$ cat src/hw/rtl/bqiir_pkg.sv
`timescale 1ns / 1ps
// ----------------------------------------------------------------------------
// bqiir_pkg
// Shared widths, codes, types and saturation helpers of the biquad cascade.
// ----------------------------------------------------------------------------
package bqiir_pkg;

  localparam int SAMPLE_W         = 24;
  localparam int COEF_W           = 32;
  localparam int INT_W            = 40;
  localparam int LO_W             = 16;
  localparam int HALF_W           = 25;
  localparam int PROD_W           = COEF_W + HALF_W;
  localparam int SUM_W            = PROD_W + LO_W + 1;
  localparam int RND_W            = 44;
  localparam int ACC_W            = 46;
  localparam int COEF_SHIFT       = 29;
  localparam int GAIN_SHIFT       = 21;
  localparam int OUT_SHIFT        = 8;
  localparam int OUT_PRE_W        = INT_W + 1 - OUT_SHIFT;
  localparam int COEFS            = 5;
  localparam int MAX_SECTIONS_DEF = 8;
  localparam int SEL_W            = 3;
  localparam int SEC_IN_W         = 3;
  localparam int ACT_W            = 4;
  localparam int CFG_W            = 32;
  localparam int CFG_IDX_W        = 1;
  localparam int STEP_W           = 4;

  localparam logic OP_FILTER = 1'b0;
  localparam logic OP_COEF   = 1'b1;

  localparam logic [SEL_W-1:0] COEF_B0 = 3'd0;
  localparam logic [SEL_W-1:0] COEF_B1 = 3'd1;
  localparam logic [SEL_W-1:0] COEF_B2 = 3'd2;
  localparam logic [SEL_W-1:0] COEF_A1 = 3'd3;
  localparam logic [SEL_W-1:0] COEF_A2 = 3'd4;

  localparam logic [CFG_IDX_W-1:0] REG_INPUT_GAIN      = 1'b0;
  localparam logic [CFG_IDX_W-1:0] REG_ACTIVE_SECTIONS = 1'b1;

  localparam logic signed [COEF_W-1:0] GAIN_RESET   = 32'sh2000_0000;
  localparam logic [ACT_W-1:0]         ACTIVE_RESET = 4'd1;

  typedef enum logic [2:0] {
    ST_IDLE,
    ST_GAIN,
    ST_LOAD,
    ST_SEC,
    ST_OUT
  } state_t;

  typedef struct packed {
    logic issue;
    logic lo;
    logic neg;
    logic load;
    logic clear;
  } mac_ctl_t;

  typedef struct packed {
    logic                    clip;
    logic signed [INT_W-1:0] val;
  } sat_int_t;

  typedef struct packed {
    logic                       clip;
    logic signed [SAMPLE_W-1:0] val;
  } sat_out_t;

  function automatic sat_int_t sat_int(input logic signed [ACC_W-1:0] v);
    sat_int_t r;
    if (v[ACC_W-1:INT_W-1] == '0 || v[ACC_W-1:INT_W-1] == '1) begin
      r.clip = 1'b0;
      r.val  = v[INT_W-1:0];
    end else begin
      r.clip = 1'b1;
      r.val  = v[ACC_W-1] ? {1'b1, {(INT_W-1){1'b0}}} : {1'b0, {(INT_W-1){1'b1}}};
    end
    return r;
  endfunction

  function automatic sat_out_t sat_out(input logic signed [OUT_PRE_W-1:0] v);
    sat_out_t r;
    if (v[OUT_PRE_W-1:SAMPLE_W-1] == '0 || v[OUT_PRE_W-1:SAMPLE_W-1] == '1) begin
      r.clip = 1'b0;
      r.val  = v[SAMPLE_W-1:0];
    end else begin
      r.clip = 1'b1;
      r.val  = v[OUT_PRE_W-1] ? {1'b1, {(SAMPLE_W-1){1'b0}}}
                              : {1'b0, {(SAMPLE_W-1){1'b1}}};
    end
    return r;
  endfunction

endpackage

$ cat src/hw/rtl/bqiir_mac.sv
`timescale 1ns / 1ps
// ----------------------------------------------------------------------------
// bqiir_mac
// Shared 32x25 multiplier with split-operand rounding and accumulator.
// A 32x40 product is issued as high half then low half on back-to-back
// cycles; product, rounded sum and accumulator are registered in that order.
// ----------------------------------------------------------------------------
module bqiir_mac (
  input  logic                                      clk,
  input  logic                                      rst,
  input  bqiir_pkg::mac_ctl_t                       ctl,
  input  logic signed [bqiir_pkg::COEF_W-1:0]       coef,
  input  logic signed [bqiir_pkg::HALF_W-1:0]       half,
  input  logic signed [bqiir_pkg::ACC_W-1:0]        load_value,
  output logic signed [bqiir_pkg::PROD_W-1:0]       product,
  output logic signed [bqiir_pkg::ACC_W-1:0]        acc
);

  logic                                   s1_issue;
  logic                                   s1_lo;
  logic                                   s1_neg;
  logic signed [bqiir_pkg::PROD_W-1:0]    hold;
  logic signed [bqiir_pkg::SUM_W-1:0]     sum;
  logic signed [bqiir_pkg::RND_W-1:0]     rnd;
  logic                                   rnd_valid;
  logic                                   rnd_neg;
  logic signed [bqiir_pkg::ACC_W-1:0]     acc_next;

  // multiply stage
  always_ff @(posedge clk) begin
    product <= bqiir_pkg::PROD_W'(coef * half);
  end

  always_ff @(posedge clk) begin
    if (rst) begin
      s1_issue <= 1'b0;
      s1_lo    <= 1'b0;
      s1_neg   <= 1'b0;
    end else begin
      s1_issue <= ctl.issue;
      s1_lo    <= ctl.lo;
      s1_neg   <= ctl.neg;
    end
  end

  // combine halves and round
  always_comb begin
    sum = (bqiir_pkg::SUM_W'(hold) <<< bqiir_pkg::LO_W) + bqiir_pkg::SUM_W'(product)
        + (bqiir_pkg::SUM_W'(1) <<< (bqiir_pkg::COEF_SHIFT - 1));
  end

  always_ff @(posedge clk) begin
    if (s1_issue && !s1_lo) begin
      hold <= product;
    end
    rnd <= sum[bqiir_pkg::COEF_SHIFT +: bqiir_pkg::RND_W];
  end

  always_ff @(posedge clk) begin
    if (rst) begin
      rnd_valid <= 1'b0;
      rnd_neg   <= 1'b0;
    end else begin
      rnd_valid <= s1_issue && s1_lo;
      rnd_neg   <= s1_neg;
    end
  end

  // load, clear or accumulate
  always_comb begin
    acc_next = acc;
    if (ctl.load) begin
      acc_next = load_value;
    end else if (ctl.clear) begin
      acc_next = '0;
    end else if (rnd_valid) begin
      acc_next = rnd_neg ? acc - bqiir_pkg::ACC_W'(rnd) : acc + bqiir_pkg::ACC_W'(rnd);
    end
  end

  always_ff @(posedge clk) begin
    acc <= acc_next;
  end

  a_lo_after_hi: assert property (@(posedge clk) disable iff (rst)
    (ctl.issue && ctl.lo) |-> $past(ctl.issue && !ctl.lo))
    else $error("low half issued without its high half");

  a_no_add_lost: assert property (@(posedge clk) disable iff (rst)
    (ctl.load || ctl.clear) |-> !rnd_valid)
    else $error("accumulator overwritten while a product is pending");

endmodule

$ cat config.mk
export PLATFORM = sky130hd
export DESIGN_NAME = bqiir_mac
export DESIGN_NICKNAME = d
export VERILOG_FILES = /design/src/hw/rtl/bqiir_pkg.sv /design/src/hw/rtl/bqiir_mac.sv
export SDC_FILE = /design/constraint.sdc
export NUM_CORES = 2
export LEC_CHECK = 0
export BUFFER_PORTS_ARGS = -buffer_cell sky130_fd_sc_hd__buf_2
export CAP_MARGIN = 20
export CORE_MARGIN = 2
export CORE_UTILIZATION = 40
export DETAILED_ROUTE_END_ITERATION = 16
export MAX_ROUTING_LAYER = met4
export PLACE_DENSITY = 0.63
export SLEW_MARGIN = 15
export SYNTH_ARGS = -nofsm -noshare
export SYNTH_HDL_FRONTEND = slang
export SYNTH_SLANG_ARGS = --single-unit
$ cat constraint.sdc
create_clock -name clk -period 8.1 [get_ports clk]
set_clock_uncertainty 0.15 [all_clocks]
set_input_delay 0 -clock clk [delete_from_list [all_inputs] [get_ports clk]]
set_output_delay 0 -clock clk [all_outputs]
set_load 0.02 [all_outputs]
==> reports/metrics.csv <==
metric;value;unit
vias in the first global route;31500;
Ys Warns;0;
Initial Util;40.4;%
Synth Instances;4279;
TritonCTS clock tree;built;
first-pass GRT wire length;178;mm
CP Capture Type;register;
Die ar.;0.104;mm2
CTS clock-pin slew for the worst setup and hold paths;70;ps
Die Ht;322;um
reg-to-reg slack, setup;2510;ps
Vias/cell;5.13;
Yosys reg bits;209;
WS Path Type;input pin to register;
fin nets;5664;
CTS Buf Count;21;
max-slew violations;0;
syn_area_per_cell;9.47;um2
sequential share of the synthesized area;12.9;%
drt first-iter violations;2015;
GP Congestion;0.934;
WP data required;8420;ps
Least-Margin Pin Slew;1050;ps
final WL;114;mm
largest cells by area after synthesis;fa_1, ha_1, inv_1;
critical path peak fanout;22;
RSZ-0062 raised after global routing;no;
H-tree levels;1;
period utilization;89.3;%
Layout area overhead;9.11;%
Layout fillers;9606;
max-cap violations;0;
Max Clock Freq;0.138;GHz
most frequent cells in the layout;inv_1, fa_1, nand2_1;
Final Hold Fails;0;
initial antenna violation count;8;
Post-synth EDFFs;103;
commonest non-fill, non-tap cell in the layout;inv_1;
DRC violations left;0;
Mapped Nets;5519;
Sink Count;209;
Clock Latency Late Sink;540;ps
crit path time final;7230;ps
DR vias;29800;
CP arrival;7550;ps
grt ovf;0;
clk buf depth;3;
die width;322;um
Routed WL per cell;19.6;um
Core Box Area;0.100;mm2
1st-pass router iterations;6;
Final setup viols;0;
Max-slew headroom;29.7;%
Synth Cell Area;0.0405;mm2
IO Pins;213;
Sum Neg Setup Slack;0;ps
status;finished clean;
post-synth top area cell;fa_1;
Synth top area share;40.5;%
Root Buffer Master;clkbuf_16;
largest net degree at the start of global routing;58;
row count;116;
Critical Path Source Type;input pin;
layout cells sized above 1;7.28;%
PortBufs;212;
DRT antenna net count;0;
HPWL Detailed;91.3;mm
worst hold path type;input pin to register;
top_reg_cell synth;dfxtp_1;
synth unique cells;77;
asr flop ratio synth;0;%
Overall Global Routing Usage;22.9;%
## timing repair
| item | CTS | global route |
|---|---|---|
| endpoints found under the hold margin | 52 | 0 |
| gates resized for setup | 0 | 0 |
| hold buffers | 58 | 0 |
| setup buffers | 0 | 0 |
## worst max-delay path, cell delays in order
cell and delay, ps:
buf_2 480, buf_4 320, nand2_1 100, fa_1 520, fa_1 570, inv_1 110, fa_1 500, fa_1 610
fa_1 450, fa_1 500, inv_1 50, fa_1 470, inv_1 50, ha_1 400, and3_1 210, nand2_1 90
nor4b_1 500, a211oi_2 150, o21a_1 260, o311ai_0 590, nand3_1 190, o21ai_0 230, xor2_1 190
## through the flow
stage | cells | hold WS (ps) | setup WS (ps) | utilization, % | cell area [um2]
2_1_floorplan | 4279 | -78.5 | 1520 | - | 40500
3_3_place_gp | 5700 | 63.7 | 455 | 42.7 | 42800
3_5_place_dp | 5700 | 65.7 | 361 | 42.7 | 42800
4_1_cts | 5796 | 16.8 | 934 | 44.1 | 44200
5_1_grt | 5800 | 58.5 | 503 | 44.1 | 44200
6_report | 5800 | 52.2 | 866 | 44.1 | 44200
## flip-flops by register name, summed over array words and instances (netlist names)
register   cells
s1_lo          1
acc           46
s1_neg         1
rnd_neg        1
rnd           44
rnd_valid      1
hold          57
product       57
s1_issue       1
## layer usage
metal	vias to the layer above	global-route usage (%)	routed length, um
li1	13500	-	-
met1	15000	30.1	49100
met2	1126	35.3	50900
met3	164	6.49	11300
met4	0	5.10	2350
met5	-	-	0
## synthesized netlist by cell type, types with 5 or more instances
master,instances
nor2_1,126
nor3_1,32
dfxtp_1,106
a21o_1,90
edfxtp_1,103
o21bai_1,26
clkbuf_1,171
o21a_1,23
nand4_1,23
a211oi_1,21
o31ai_1,10
a211o_1,5
and3_1,22
nand3_1,28
xnor2_1,133
a21oi_1,154
o2111ai_1,5
o211ai_1,10
inv_1,835
nand2b_1,28
nand2_1,486
a31oi_1,14
nor2b_1,16
and2_1,403
xor2_1,46
ha_1,310
buf_4,16
fa_1,820
or3_1,11
o21ai_0,98
a2111oi_0,5
## logic make-up after synthesis
| group | synth area share (%) |
|---|---|
| fa+ha+maj | 50.1 |
| simple gates | 14.8 |
| compound gates | 8.56 |
| flops | 12.9 |
| mux | 0.102 |
| buf+inv | 9.69 |
| xor+xnor | 3.87 |
## path summary, 6_finish.rpt
path / startpoint / end / depth (start not counted)
worst max register to register: rnd[0]$_DFF_P_ / acc[41]$_DFFE_PP_ / 21
worst min register to register: s1_issue$_SDFF_PP0_ / rnd_valid$_SDFF_PP0_ / 2
worst min-delay path: ctl[1] / acc[43]$_DFFE_PP_ / 4
worst max-delay path: half[12] / product[42]$_DFF_P_ / 23
## layout make-up
class                      instances  area, um2  area share [%]
multi-input combinational       3043      31400            71.0
sequential                       209       5220            11.8
inverter                         835       3130            7.09
timing repair buffer             314       1970            4.46
tap                             1357       1700            3.84
clock buffer                      28        657            1.49
clock inverter                    10        136           0.309
antenna                            4       10.0          0.0226
Power is left out: the tool's default activity adds up to more than one toggle a clock period on the data nets, which glitch-free logic cannot reach.
